## config.mk

```make
export PLATFORM = sky130hd
export DESIGN_NAME = dfs_timestamp_engine
export DESIGN_NICKNAME = d
export VERILOG_FILES = /design/src/rtl/core/dfs_pkg.sv /design/src/rtl/core/dfs_csr.sv /design/src/rtl/core/dfs_ctrl.sv /design/src/rtl/core/dfs_dpath.sv /design/src/rtl/core/dfs_timestamp_engine.sv
export SDC_FILE = /design/constraint.sdc
export NUM_CORES = 1
export LEC_CHECK = 0
export BUFFER_PORTS_ARGS = -buffer_cell sky130_fd_sc_hd__buf_4
export CAP_MARGIN = 40
export CELL_PAD_IN_SITES_DETAIL_PLACEMENT = 0
export CELL_PAD_IN_SITES_GLOBAL_PLACEMENT = 1
export CORE_ASPECT_RATIO = 0.7
export CORE_UTILIZATION = 45
export CTS_CLUSTER_DIAMETER = 100
export DETAILED_ROUTE_END_ITERATION = 10
export PLACE_DENSITY_LB_ADDON = 0.1
export SETUP_SLACK_MARGIN = 0.4
export SYNTH_ARGS = -nofsm -noshare
export SYNTH_HDL_FRONTEND = slang
export SYNTH_SLANG_ARGS = --single-unit
export TNS_END_PERCENT = 5
```

## constraint.sdc

```tcl
create_clock -name clock -period 4.8 [get_ports clock]
set_input_delay 0.96 -clock clock [delete_from_list [all_inputs] [get_ports clock]]
set_output_delay 0.96 -clock clock [all_outputs]
set_load 0.02 [all_outputs]
```

## src/rtl/core/dfs_pkg.sv

```systemverilog
// dfs_pkg: shared types and codes for the depth-first search engine
// depends on nothing; used by the controller, datapath and top level
`default_nettype none

package dfs_pkg;

   // result status codes
   localparam logic [1:0] ST_RECORD    = 2'd0;
   localparam logic [1:0] ST_EDGE_OK   = 2'd1;
   localparam logic [1:0] ST_FULL      = 2'd2;
   localparam logic [1:0] ST_RANGE     = 2'd3;

   // opcodes
   localparam logic OP_ADD_EDGE = 1'b0;
   localparam logic OP_RUN      = 1'b1;

   // register indexes
   localparam int REG_VERTEX_COUNT = 0;
   localparam logic [4:0] VERTEX_COUNT_RESET = 5'd16;

   // parent code of a root
   localparam logic signed [4:0] NO_PARENT = -5'sd1;

   // commands from controller to datapath
   typedef struct packed {
      logic capture;
      logic edge_op;
      logic run_init;
      logic root_skip;
      logic root_discover;
      logic scan_read;
      logic push;
      logic finish;
      logic pop_load;
      logic out_read;
      logic out_emit;
   } cmd_type;

   // status from datapath to controller
   typedef struct packed {
      logic op_run;
      logic count_zero;
      logic root_end;
      logic root_seen;
      logic scan_more;
      logic push_ok;
      logic depth_last;
      logic out_last;
   } sts_type;

endpackage

`default_nettype wire

```

## src/rtl/core/dfs_csr.sv

```systemverilog
// dfs_csr: apb-style register block holding vertex_count
// depends on dfs_pkg for the reset value
`default_nettype none

module dfs_csr (
   input  wire logic        clock,
   input  wire logic        reset,
   input  wire logic        psel,
   input  wire logic        penable,
   input  wire logic        pwrite,
   input  wire logic [1:0]  paddr,
   input  wire logic [31:0] pwdata,
   output logic [31:0]      prdata,
   output logic             pready,
   output logic [4:0]       vertex_count
);

   logic [4:0] count_ff;
   logic [4:0] count_in;
   logic       wr_en;

   // single register, every address maps onto it
   assign wr_en = psel && penable && pwrite;
   assign count_in = wr_en ? pwdata[4:0] : count_ff;

   always_ff @(posedge clock) begin
      if (reset) begin
         count_ff <= dfs_pkg::VERTEX_COUNT_RESET;
      end else begin
         count_ff <= count_in;
      end
   end

   // read back, every paddr value returns the same word
   always_comb begin
      prdata = {27'd0, count_ff};
      if (paddr != 2'd0) begin
         prdata = {27'd0, count_ff};
      end
   end

   assign pready       = 1'b1;
   assign vertex_count = count_ff;

endmodule

`default_nettype wire

```

## src/rtl/core/dfs_ctrl.sv

```systemverilog
// dfs_ctrl: state machine sequencing edge loads, the search and record output
// depends on dfs_pkg for the command and status structs
`default_nettype none

module dfs_ctrl (
   input  wire logic            clock,
   input  wire logic            reset,
   input  wire logic            start,
   output logic                 busy,
   input  wire dfs_pkg::sts_type sts,
   output dfs_pkg::cmd_type     cmd
);

   typedef enum logic [2:0] {
      S_IDLE,
      S_EDGE,
      S_INIT,
      S_ROOT,
      S_SCAN,
      S_EVAL,
      S_POP,
      S_OUT_RD
   } state_type;

   state_type state_ff;
   state_type state_in;
   logic      emit_ff;
   logic      emit_in;

   // next state and commands
   always_comb begin
      state_in = state_ff;
      emit_in  = 1'b0;
      cmd      = '0;
      unique case (state_ff)
         S_IDLE: begin
            if (start) begin
               cmd.capture = 1'b1;
               state_in = sts.op_run ? S_INIT : S_EDGE;
            end
         end
         S_EDGE: begin
            cmd.edge_op = 1'b1;
            state_in = S_IDLE;
         end
         S_INIT: begin
            cmd.run_init = 1'b1;
            state_in = sts.count_zero ? S_IDLE : S_ROOT;
         end
         S_ROOT: begin
            if (sts.root_end) begin
               state_in = S_OUT_RD;
            end else if (sts.root_seen) begin
               cmd.root_skip = 1'b1;
            end else begin
               cmd.root_discover = 1'b1;
               state_in = S_SCAN;
            end
         end
         S_SCAN: begin
            if (sts.scan_more) begin
               cmd.scan_read = 1'b1;
               state_in = S_EVAL;
            end else begin
               cmd.finish = 1'b1;
               state_in = sts.depth_last ? S_ROOT : S_POP;
            end
         end
         S_EVAL: begin
            cmd.push = sts.push_ok;
            state_in = S_SCAN;
         end
         S_POP: begin
            cmd.pop_load = 1'b1;
            state_in = S_SCAN;
         end
         S_OUT_RD: begin
            if (emit_ff) begin
               cmd.out_emit = 1'b1;
               state_in = sts.out_last ? S_IDLE : S_OUT_RD;
            end else begin
               cmd.out_read = 1'b1;
               emit_in = 1'b1;
            end
         end
         default: begin
            state_in = S_IDLE;
         end
      endcase
   end

   // state and registered phase flag
   always_ff @(posedge clock) begin
      if (reset) begin
         state_ff <= S_IDLE;
         emit_ff  <= 1'b0;
      end else begin
         state_ff <= state_in;
         emit_ff  <= emit_in;
      end
   end

   assign busy = (state_ff != S_IDLE);

endmodule

`default_nettype wire

```

## src/rtl/core/dfs_dpath.sv

```systemverilog
// dfs_dpath: edge tables, stack, vertex stores and result registers
// depends on dfs_pkg for codes and the command and status structs
`default_nettype none

module dfs_dpath #(
   parameter int MAX_VERTICES = 16,
   parameter int MAX_EDGES    = 64
) (
   input  wire logic             clock,
   input  wire logic             reset,
   input  wire logic [4:0]       vertex_count,
   input  wire logic             req_opcode,
   input  wire logic [3:0]       req_edge_from,
   input  wire logic [3:0]       req_edge_to,
   input  wire dfs_pkg::cmd_type cmd,
   output dfs_pkg::sts_type      sts,
   output logic                  rsp_strobe,
   output logic [1:0]            rsp_status,
   output logic [3:0]            rsp_vertex,
   output logic signed [4:0]     rsp_parent_vertex,
   output logic [5:0]            rsp_discovery_time,
   output logic [5:0]            rsp_finish_time,
   output logic                  rsp_last
);

   localparam int VW = $clog2(MAX_VERTICES);
   localparam int RW = $clog2(MAX_VERTICES + 1);
   localparam int AW = $clog2(MAX_EDGES);
   localparam int EW = $clog2(MAX_EDGES + 1);

   // captured request
   logic          op_ff;
   logic [3:0]    from_ff;
   logic [3:0]    to_ff;

   // edge store
   logic [3:0]    esrc_mem [MAX_EDGES];
   logic [3:0]    edst_mem [MAX_EDGES];
   logic [3:0]    esrc_rd_ff;
   logic [3:0]    edst_rd_ff;
   logic [EW-1:0] edges_ff;
   logic [EW-1:0] edges_in;

   // walk state
   logic [MAX_VERTICES-1:0] visited_ff;
   logic [MAX_VERTICES-1:0] visited_in;
   logic [5:0]    stamp_ff;
   logic [5:0]    stamp_in;
   logic [RW-1:0] root_ff;
   logic [RW-1:0] root_in;
   logic [RW-1:0] depth_ff;
   logic [RW-1:0] depth_in;
   logic [RW-1:0] oidx_ff;
   logic [RW-1:0] oidx_in;
   logic [VW-1:0] top_ff;
   logic [EW-1:0] scan_ff;

   // stack store
   logic [VW-1:0] stk_node_mem [MAX_VERTICES];
   logic [EW-1:0] stk_scan_mem [MAX_VERTICES];
   logic [VW-1:0] pop_node_ff;
   logic [EW-1:0] pop_scan_ff;

   // per-vertex stores
   logic signed [4:0] par_mem [MAX_VERTICES];
   logic [5:0]    dis_mem [MAX_VERTICES];
   logic [5:0]    fin_mem [MAX_VERTICES];
   logic signed [4:0] par_rd_ff;
   logic [5:0]    dis_rd_ff;
   logic [5:0]    fin_rd_ff;

   // result registers
   logic          strobe_ff;
   logic          strobe_in;
   logic [1:0]    status_ff;
   logic [3:0]    vertex_ff;
   logic signed [4:0] parent_ff;
   logic [5:0]    disc_ff;
   logic [5:0]    fin_ff;
   logic          last_ff;

   logic [RW-1:0] count;
   logic [VW-1:0] root_idx;
   logic [VW-1:0] dst_idx;
   logic [1:0]    edge_status;
   logic          disc_we;
   logic [VW-1:0] disc_idx;
   logic signed [4:0] disc_par;
   logic [5:0]    stamp_nx;

   // effective vertex count, clamped to the store depth
   always_comb begin
      if (32'(vertex_count) > MAX_VERTICES) begin
         count = RW'(MAX_VERTICES);
      end else begin
         count = RW'(vertex_count);
      end
   end

   assign root_idx = root_ff[VW-1:0];
   assign dst_idx  = VW'(edst_rd_ff);
   assign stamp_nx = stamp_ff + 6'd1;

   // edge insertion outcome
   always_comb begin
      if ((32'(from_ff) >= 32'(count)) || (32'(to_ff) >= 32'(count))) begin
         edge_status = dfs_pkg::ST_RANGE;
      end else if (32'(edges_ff) >= MAX_EDGES) begin
         edge_status = dfs_pkg::ST_FULL;
      end else begin
         edge_status = dfs_pkg::ST_EDGE_OK;
      end
   end

   // status to the controller
   always_comb begin
      sts.op_run     = (req_opcode == dfs_pkg::OP_RUN);
      sts.count_zero = (count == '0);
      sts.root_end   = (root_ff == count);
      sts.root_seen  = visited_ff[root_idx];
      sts.scan_more  = (scan_ff < edges_ff);
      sts.push_ok    = (32'(esrc_rd_ff) == 32'(top_ff))
                    && (32'(edst_rd_ff) < 32'(count))
                    && !visited_ff[dst_idx]
                    && (32'(depth_ff) < MAX_VERTICES);
      sts.depth_last = (depth_ff == RW'(1));
      sts.out_last   = ((32'(oidx_ff) + 1) == 32'(count));
   end

   // discovery write port, shared by roots and pushes
   always_comb begin
      disc_we  = cmd.root_discover || cmd.push;
      disc_idx = cmd.push ? dst_idx : root_idx;
      disc_par = cmd.push ? 5'(top_ff) : dfs_pkg::NO_PARENT;
   end

   // next values of control registers
   always_comb begin
      edges_in   = edges_ff;
      visited_in = visited_ff;
      stamp_in   = stamp_ff;
      root_in    = root_ff;
      depth_in   = depth_ff;
      oidx_in    = oidx_ff;
      strobe_in  = cmd.edge_op || cmd.out_emit;
      if (cmd.edge_op && (edge_status == dfs_pkg::ST_EDGE_OK)) begin
         edges_in = edges_ff + EW'(1);
      end
      if (cmd.run_init) begin
         visited_in = '0;
         stamp_in   = '0;
         root_in    = '0;
         oidx_in    = '0;
      end
      if (cmd.root_skip) begin
         root_in = root_ff + RW'(1);
      end
      if (disc_we) begin
         visited_in[disc_idx] = 1'b1;
         stamp_in = stamp_nx;
      end
      if (cmd.root_discover) begin
         depth_in = RW'(1);
      end
      if (cmd.push) begin
         depth_in = depth_ff + RW'(1);
      end
      if (cmd.finish) begin
         stamp_in = stamp_nx;
         depth_in = depth_ff - RW'(1);
      end
      if (cmd.out_emit) begin
         oidx_in = oidx_ff + RW'(1);
      end
   end

   // control registers
   always_ff @(posedge clock) begin
      if (reset) begin
         edges_ff   <= '0;
         visited_ff <= '0;
         stamp_ff   <= '0;
         root_ff    <= '0;
         depth_ff   <= '0;
         oidx_ff    <= '0;
         strobe_ff  <= 1'b0;
      end else begin
         edges_ff   <= edges_in;
         visited_ff <= visited_in;
         stamp_ff   <= stamp_in;
         root_ff    <= root_in;
         depth_ff   <= depth_in;
         oidx_ff    <= oidx_in;
         strobe_ff  <= strobe_in;
      end
   end

   // request capture and walk pointers
   always_ff @(posedge clock) begin
      if (cmd.capture) begin
         op_ff   <= req_opcode;
         from_ff <= req_edge_from;
         to_ff   <= req_edge_to;
      end
      if (cmd.root_discover) begin
         top_ff  <= root_idx;
         scan_ff <= '0;
      end
      if (cmd.scan_read) begin
         scan_ff <= scan_ff + EW'(1);
      end
      if (cmd.push) begin
         top_ff  <= dst_idx;
         scan_ff <= '0;
      end
      if (cmd.pop_load) begin
         top_ff  <= pop_node_ff;
         scan_ff <= pop_scan_ff;
      end
   end

   // edge memory
   always_ff @(posedge clock) begin
      if (cmd.edge_op && (edge_status == dfs_pkg::ST_EDGE_OK)) begin
         esrc_mem[edges_ff[AW-1:0]] <= from_ff;
         edst_mem[edges_ff[AW-1:0]] <= to_ff;
      end
      if (cmd.scan_read) begin
         esrc_rd_ff <= esrc_mem[scan_ff[AW-1:0]];
         edst_rd_ff <= edst_mem[scan_ff[AW-1:0]];
      end
   end

   // stack memory, the top entry lives in top_ff and scan_ff
   always_ff @(posedge clock) begin
      if (cmd.push) begin
         stk_node_mem[VW'(depth_ff - RW'(1))] <= top_ff;
         stk_scan_mem[VW'(depth_ff - RW'(1))] <= scan_ff;
      end
      if (cmd.finish) begin
         pop_node_ff <= stk_node_mem[VW'(depth_ff - RW'(2))];
         pop_scan_ff <= stk_scan_mem[VW'(depth_ff - RW'(2))];
      end
   end

   // per-vertex memories
   always_ff @(posedge clock) begin
      if (disc_we) begin
         par_mem[disc_idx] <= disc_par;
         dis_mem[disc_idx] <= stamp_nx;
      end
      if (cmd.finish) begin
         fin_mem[top_ff] <= stamp_nx;
      end
      if (cmd.out_read) begin
         par_rd_ff <= par_mem[oidx_ff[VW-1:0]];
         dis_rd_ff <= dis_mem[oidx_ff[VW-1:0]];
         fin_rd_ff <= fin_mem[oidx_ff[VW-1:0]];
      end
   end

   // result payload
   always_ff @(posedge clock) begin
      if (cmd.edge_op) begin
         status_ff <= edge_status;
         vertex_ff <= 4'd0;
         parent_ff <= 5'sd0;
         disc_ff   <= 6'd0;
         fin_ff    <= 6'd0;
         last_ff   <= (op_ff == dfs_pkg::OP_ADD_EDGE);
      end
      if (cmd.out_emit) begin
         status_ff <= dfs_pkg::ST_RECORD;
         vertex_ff <= 4'(oidx_ff);
         parent_ff <= par_rd_ff;
         disc_ff   <= dis_rd_ff;
         fin_ff    <= fin_rd_ff;
         last_ff   <= sts.out_last;
      end
   end

   assign rsp_strobe         = strobe_ff;
   assign rsp_status         = status_ff;
   assign rsp_vertex         = vertex_ff;
   assign rsp_parent_vertex  = parent_ff;
   assign rsp_discovery_time = disc_ff;
   assign rsp_finish_time    = fin_ff;
   assign rsp_last           = last_ff;

endmodule

`default_nettype wire

```

## src/rtl/core/dfs_timestamp_engine.sv

```systemverilog
// channel   | ports                               | handshake
// request   | req_opcode, req_edge_from/to        | start && !busy
// result    | rsp_status .. rsp_last              | rsp_strobe, one cycle
// config    | psel penable pwrite paddr pwdata    | psel && penable && pwrite
//
// an edge beat holds busy high only in S_EDGE; its result strobe is registered from S_EDGE
// a run walks the vertices below the count over the stored edges:
// each vertex scans the edge memory once, one edge per S_SCAN/S_EVAL pair, resuming after a return
// records leave through S_OUT_RD, each read from the per-vertex memories and then emitted
// reset is synchronous, clears control state and sets vertex_count to 16
// the receiver cannot stall; results are never held
// depends on dfs_pkg, dfs_csr, dfs_ctrl and dfs_dpath
`default_nettype none

module dfs_timestamp_engine #(
   parameter int MAX_VERTICES = 16,
   parameter int MAX_EDGES    = 64
) (
   input  wire logic        clock,
   input  wire logic        reset,
   input  wire logic        start,
   output logic             busy,
   input  wire logic        req_opcode,
   input  wire logic [3:0]  req_edge_from,
   input  wire logic [3:0]  req_edge_to,
   output logic             rsp_strobe,
   output logic [1:0]       rsp_status,
   output logic [3:0]       rsp_vertex,
   output logic signed [4:0] rsp_parent_vertex,
   output logic [5:0]       rsp_discovery_time,
   output logic [5:0]       rsp_finish_time,
   output logic             rsp_last,
   input  wire logic        psel,
   input  wire logic        penable,
   input  wire logic        pwrite,
   input  wire logic [1:0]  paddr,
   input  wire logic [31:0] pwdata,
   output logic [31:0]      prdata,
   output logic             pready
);

   logic [4:0]       vertex_count;
   dfs_pkg::cmd_type cmd;
   dfs_pkg::sts_type sts;

   // register block
   dfs_csr u_csr (
      .clock        (clock),
      .reset        (reset),
      .psel         (psel),
      .penable      (penable),
      .pwrite       (pwrite),
      .paddr        (paddr),
      .pwdata       (pwdata),
      .prdata       (prdata),
      .pready       (pready),
      .vertex_count (vertex_count)
   );

   // controller
   dfs_ctrl u_ctrl (
      .clock (clock),
      .reset (reset),
      .start (start),
      .busy  (busy),
      .sts   (sts),
      .cmd   (cmd)
   );

   // datapath
   dfs_dpath #(
      .MAX_VERTICES (MAX_VERTICES),
      .MAX_EDGES    (MAX_EDGES)
   ) u_dpath (
      .clock              (clock),
      .reset              (reset),
      .vertex_count       (vertex_count),
      .req_opcode         (req_opcode),
      .req_edge_from      (req_edge_from),
      .req_edge_to        (req_edge_to),
      .cmd                (cmd),
      .sts                (sts),
      .rsp_strobe         (rsp_strobe),
      .rsp_status         (rsp_status),
      .rsp_vertex         (rsp_vertex),
      .rsp_parent_vertex  (rsp_parent_vertex),
      .rsp_discovery_time (rsp_discovery_time),
      .rsp_finish_time    (rsp_finish_time),
      .rsp_last           (rsp_last)
   );

endmodule

`default_nettype wire

```

==> results of run 1 <==
## cells in the final DEF (no fill, tap or decap), types with 6 or more instances in the layout
master     Yosys  routed
a21o_1        11      11
mux2i_1       21      21
and2_1        20      20
buf_4         33     165
edfxtp_1    1038    1038
nand2_1       60      60
bufinv_16      0       7
a21oi_1       58      58
buf_2         30       6
mux4_2       304     304
o21ai_0       25      24
clkinv_2       0      15
nand3_1       41      41
inv_1         24      24
and3_1        26      26
nand3b_1       7       7
a221oi_1       6       6
xor2_1        13      11
or3_1         11      11
nand2b_1      22      22
nor2b_1       17      17
conb_1         2      28
clkbuf_1      63      23
dfxtp_1       56      51
a31oi_1       13      13
nor3_1        19      19
nor2_1       133     132
ha_1          32      32
clkbuf_16      0     107
clkinv_1       1      29
xnor2_1       12       9
a211oi_1      14      14
## final cells by class
type,count,area (sq um)
antenna,2,5.00
clock buffer,130,2760
clock inverter,60,502
fill,7660,46700
inverter,27,104
multi-input combinational,974,11000
sequential,1094,32300
tap,1309,1640
timing repair buffer,179,1440
## layer usage
layer,vias up,share of wire,wire [um]
li1,9365,-,-
met1,11700,0.49,50200
met2,672,0.43,43700
met3,129,0.071,7340
met4,0,0.015,1490
met5,-,0,0
## cells by family after synthesis
| logic type | Yosys count |
|---|---|
| AO/OA/AOI/OAI | 175 |
| AND/OR/NAND/NOR | 386 |
| multiplexers | 328 |
| other | 2 |
| buffers and inverters | 175 |
| flip-flops | 1094 |
| XOR/XNOR | 25 |
| adder cells (fa/ha/maj) | 32 |
## worst max-delay path by stage
stage / slack, ns / start / end
finish: 0.89 / u_csr.vertex_count[3]$_SDFFE_PP0P_ / u_dpath.stk_node_mem[10][3]$_DFFE_PP_
global route: 0.60 / u_csr.vertex_count[3]$_SDFFE_PP0P_ / u_dpath.stk_node_mem[8][0]$_DFFE_PP_
CTS: 0.94 / u_csr.vertex_count[3]$_SDFFE_PP0P_ / u_dpath.stk_node_mem[10][3]$_DFFE_PP_
detailed placement: 0.99 / u_csr.vertex_count[3]$_SDFFE_PP0P_ / u_dpath.stk_scan_mem[10][3]$_DFFE_PP_
global placement: 1.12 / u_dpath.dst_idx[1]$_DFFE_PP_ / u_dpath.stk_scan_mem[7][3]$_DFFE_PP_
floorplan: 0.91 / u_dpath.from_ff[0]$_DFFE_PP_ / u_dpath.edst_mem[57][0]$_DFFE_PP_
## power by group
part / switching (W) / internal [W]
logic: 0.00182 / 0.00109
clock network: 0.00353 / 0.00445
registers: 0.000184 / 0.0110
## cells in the mapped netlist, types with 8 or more instances
cell      count
and2_1       20
nand2b_1     22
dfxtp_1      56
ha_1         32
inv_1        24
xor2_1       13
nand3_1      41
nor3_1       19
a21o_1       11
mux4_2      304
buf_4        33
nand2_1      60
xnor2_1      12
edfxtp_1   1038
nor2_1      133
clkbuf_1     63
a211oi_1     14
o21ai_0      25
mux2i_1      21
buf_2        30
or3_1        11
nor2b_1      17
and3_1       26
buf_6         8
a21oi_1      58
buf_1        13
a31oi_1      13
## stage by stage
step           total power [W]  cells  worst slack, ns
6_report                0.0221   3775            0.890
2_1_floorplan           0.0131   2243            0.910
4_1_cts                 0.0223   3773            0.940
5_1_grt                 0.0228   3773            0.600
3_3_place_gp            0.0142   3570             1.12
3_5_place_dp            0.0143   3583            0.987
## registers in the layout, summed over array words and instances, names as in the netlist, 6 cells and up
name	cells
u_dpath.stamp_ff	6
u_dpath.visited_ff	16
u_dpath.scan_ff	7
u_dpath.rsp_finish_time	6
u_dpath.dis_mem	96
u_dpath.fin_mem	96
u_dpath.edges_ff	7
u_dpath.edst_mem	256
u_dpath.stk_scan_mem	112
u_dpath.fin_rd_ff	6
u_dpath.stk_node_mem	64
u_dpath.dis_rd_ff	6
u_dpath.rsp_discovery_time	6
u_dpath.esrc_mem	256
u_dpath.par_mem	80
u_dpath.pop_scan_ff	7
==> results.cfg, run 1 <==
[status]
status = completed

[floorplan]
io_pins = 108
die_height_um = 264
initial_core_util = 0.456
core_sq_mm = 0.0964
die_w_um = 376
dieArea_sq_mm = 0.0990
row_count = 95

[yosys]
synthTopCellsByArea = edfxtp_1, mux4_2, dfxtp_1
synth_edf_count = 1038
ys_ff_latch = 1094
synth_top_area_cell = edfxtp_1
ys.warnings.count = 0
async_reset_ff_frac = 0
synth.distinct_cells = 78
synth_area_sq_mm = 0.0440
syn_area_per_cell_sq_um = 19.8
ys.flop_type = edfxtp_1
yosysTopAreaCellShare = 0.708
synthMuxAreaShare = 0.161
postSynthCellCount = 2217
synth-adder-area-share = 0.00910
synth_compound_area_frac = 0.0264
yosysSeqAreaShare = 0.734
synth_xor_area_frac = 0.00498
synth_top_family_by_area = multiplexers
yosys.area_share.simple = 0.0442

[clocking]
cts_buffers = 105
tritoncts = built
hold_buffers = 0
post_cts_resized = 0
cts_root_buf = clkbuf_16
clk-insertion-delay-late_ns = 0.70
cts_setup_buffers = 0
path_clk_slew_ns = 0.06
max-clock-path-buffers = 3
cts.sinks = 1094
h-tree-depth = 3

[placement]
dp_hpwl_mm = 63.7
portBuffers = 50
place_area_sq_mm = 0.0465
gp_congestion = 0.836

[cells_and_area]
syn_to_final_growth_pct = 13.0
fin_area_sq_mm = 0.0497
post-route-util = 0.516
drive_gt1_frac = 0.266
fin_nets = 2462

[pwr]
power_density_mw_per_mm2 = 444
leakagePower_nw = 15.8
peakVddDrop_uv = 305

[setup_path]
crit_required_ns = 5.11
timing.rr.start = u_csr.vertex_count[3]$_SDFFE_PP0P_
r2r_slack_ns = 0.89
slowest_stage = and2_1
critPathArrivalTime_ns = 4.22
crit_buf_inv = 1
critical_path.top_delay_family = simple AND/OR/NAND/NOR gates
cp-end-kind = flop
cp_cell_sequence = nand2b_1 > ha_1 > a2111oi_1 > o311a_1 > and3_1 > inv_4 > nor3_1 > and2_1
cp.depth = 8
critPathMaxStageDelay_ns = 0.70
reg2regPathDepth = 8
startpoint_type = flop
r2r-end = u_dpath.stk_node_mem[10][3]$_DFFE_PP_
cp_max_fo = 11
critPathKind = flop to flop

[routing]
drt-total-wl_mm = 103
wire_per_inst_um = 27.2
ant_nets = 0
drtPass1Iterations = 8
via_per_inst = 5.80
vias = 21900
dr.first_iter.drc_count = 2456
drc = 0

[global_route]
gr-usage-all-layers = 0.211
use_met1 = 0.343
grt_pass1_wl_mm = 151
grt_antenna_before_repair = 4
grt.met3_usage = 0.0511
gr-total-overflow = 0
grtUsageMet2 = 0.287
grt_pass1_vias = 21900
grt_max_degree = 148
top_usage_layer = met1

[sta]
finalCritPeriodShare = 0.815
max_freq_mhz = 256
maxSlewHeadroom = 0.379
worstMarginPinSlew_ns = 0.932
setup_viol = 0
min_period_ns = 3.91
finalMaxSlewViolations = 0
finalHoldViolations = 0
tns_ns = 0
hold_ws_ns = 0.435
rsz0062_at_grt = no
clock_skew_ns = 0.0286

[worst_hold_path]
hold_path.startpoint = req_edge_to[1]
whs_path_depth = 1
hp-class = primary input to flop
whs_endpoint = u_dpath.to_ff[1]$_DFFE_PP_

[job]
maxCapViolCount = 0
Note: power is estimated with default switching activity, not from simulation.
==> run 2: changes to the inputs <==
clock period = 3.7 ns   (was 4.8 ns; I/O delays follow)
==> results.cfg, run 2 (synthesis results as in run 1) <==
[floorplan]
core_sq_mm = 0.0964
io_pins = 108
die_w_um = 376
die_height_um = 264
row_count = 95
initial_core_util = 0.456
dieArea_sq_mm = 0.0990

[global_route]
grt_max_degree = 97
gr-usage-all-layers = 0.213
grt_pass1_wl_mm = 153
gr-total-overflow = 0
grt_pass1_vias = 22300
grt_antenna_before_repair = 4

[clocking]
tritoncts = built
max-clock-path-buffers = 3
cts_root_buf = clkbuf_16
path_clk_slew_ns = 0.07
clk-insertion-delay-late_ns = 0.70
h-tree-depth = 3
cts.sinks = 1094
cts_buffers = 105
hold_buffers = 0

[sta]
max_freq_mhz = 307
maxSlewHeadroom = 0.391
finalHoldViolations = 0
clock_skew_ns = 0.0279
tns_ns = 0
finalMaxSlewViolations = 0
min_period_ns = 3.26
rsz0062_at_grt = yes
finalCritPeriodShare = 0.881
worstMarginPinSlew_ns = 0.913
hold_ws_ns = 0.221
setup_viol = 0

[job]
maxCapViolCount = 0

[setup_path]
reg2regPathDepth = 8
startpoint_type = flop
r2r_slack_ns = 0.44
crit_required_ns = 4.04
critPathArrivalTime_ns = 3.60
slowest_stage = nor2_1
cp.depth = 8
critical_path.top_delay_family = simple AND/OR/NAND/NOR gates
critPathMaxStageDelay_ns = 0.56
cp-end-kind = flop
cp_cell_sequence = inv_1 > ha_1 > nand4_1 > o21ai_1 > nand2_1 > clkinv_1 > nand3b_1 > nor2_1
critPathKind = flop to flop
cp_max_fo = 9
crit_buf_inv = 2

[placement]
dp_hpwl_mm = 65.0
gp_congestion = 0.846
portBuffers = 50

[routing]
wl_met1_mm = 49.7
drc = 0
wire_per_inst_um = 27.0
met3_length_mm = 8.25
dr.first_iter.drc_count = 2348
via_per_inst = 5.75
drt-total-wl_mm = 103
drtPass1Iterations = 5
vias = 22000
top_layer_used = met4
ant_nets = 0
wl_met2_mm = 43.4

[pwr]
swShare = 0.249
p_switching_w = 0.00722
p_comb_frac = 0.134
p_int_w = 0.0218
leakagePower_nw = 16.2
peakVddDrop_uv = 463
clockPowerShare = 0.369
p_seq_frac = 0.498
power_density_mw_per_mm2 = 573

[cells_and_area]
seqCellArea_sq_mm = 0.0323
final_common_cell = edfxtp_1
fin_nets = 2504
multi_input_area_sq_mm = 0.0113
fillers = 7506
syn_to_final_growth_pct = 15.1
mostFrequentLayoutCells = edfxtp_1, mux4_2, buf_4
drive_gt1_frac = 0.301

[worst_hold_path]
hp-class = primary input to flop
whs_path_depth = 1

[status]
status = completed
[run 2: changes by cell type in the layout (fill, tap and decap cells not counted), moves of 7 or more]
cell and delta:
buf_4 +35, nor2_4 +32, nor2_1 -31, buf_12 +11
clkbuf_1 -11, a21oi_1 -7, a21oi_2 +7
[run 2: what timing repair did]
item	4_1_cts	5_1_grt
setup buffers	15	2
pin swaps	8	2
resized for setup	5	12
endpoints found under the setup margin	660	767
gates cloned	0	0
[run 2: per-stage QoR]
stage	utilization	std cells	area [sq um]	worst slack, ns	power (W)
final	0.526	3819	50700	0.439	0.0291
after floorplan	-	2243	44400	0.116	0.0170
after CTS	0.525	3813	50600	0.373	0.0293
after global routing	0.525	3816	50700	0.229	0.0301
after detailed placement	0.487	3607	46900	0.0140	0.0186
after global placement	0.486	3604	46900	0.0481	0.0185
[run 2: final cells by class]
cell class / count / area share
clock buffer: 123 / 0.0548
multi-input combinational: 974 / 0.223
antenna: 3 / 0.000148
tap: 1309 / 0.0323
sequential: 1094 / 0.638
inverter: 27 / 0.00205
timing repair buffer: 221 / 0.0372
clock inverter: 68 / 0.0129
[run 2: metal layers]
layer	vias to the layer above	global-route usage
met5	-	0
met4	0	0.0425
met3	119	0.0531
met2	701	0.288
met1	11700	0.346
li1	9447	-
[run 2: power by group through the flow]
stage	Combinational, W	Sequential [W]	Clock (W)
2_1_floorplan	0.00211	0.0149	0
3_3_place_gp	0.00381	0.0147	0
3_5_place_dp	0.00388	0.0147	0
4_1_cts	0.00392	0.0145	0.0110
5_1_grt	0.00416	0.0145	0.0114
6_report	0.00389	0.0145	0.0107
[run 2: worst register-to-register path, cell delays in order (launching register included)]
cell and delay (ns):
dfxtp_1 0.47, inv_1 0.18, ha_1 0.33, nand4_1 0.11, o21ai_1 0.32, nand2_1 0.44, clkinv_1 0.29, nand3b_1 0.21
nor2_1 0.56
[run 2: worst paths after layout]
| kind | from | to |
|---|---|---|
| max reg2reg | u_dpath.edges_ff[6]$_SDFFE_PP0P_ | u_dpath.fin_mem[9][3]$_DFFE_PP_ |
| min reg2reg | u_dpath.visited_ff[4]$_SDFF_PP0_ | u_dpath.visited_ff[4]$_SDFF_PP0_ |
| max | u_dpath.edges_ff[6]$_SDFFE_PP0P_ | u_dpath.fin_mem[9][3]$_DFFE_PP_ |
| min | req_edge_from[0] | u_dpath.from_ff[0]$_DFFE_PP_ |
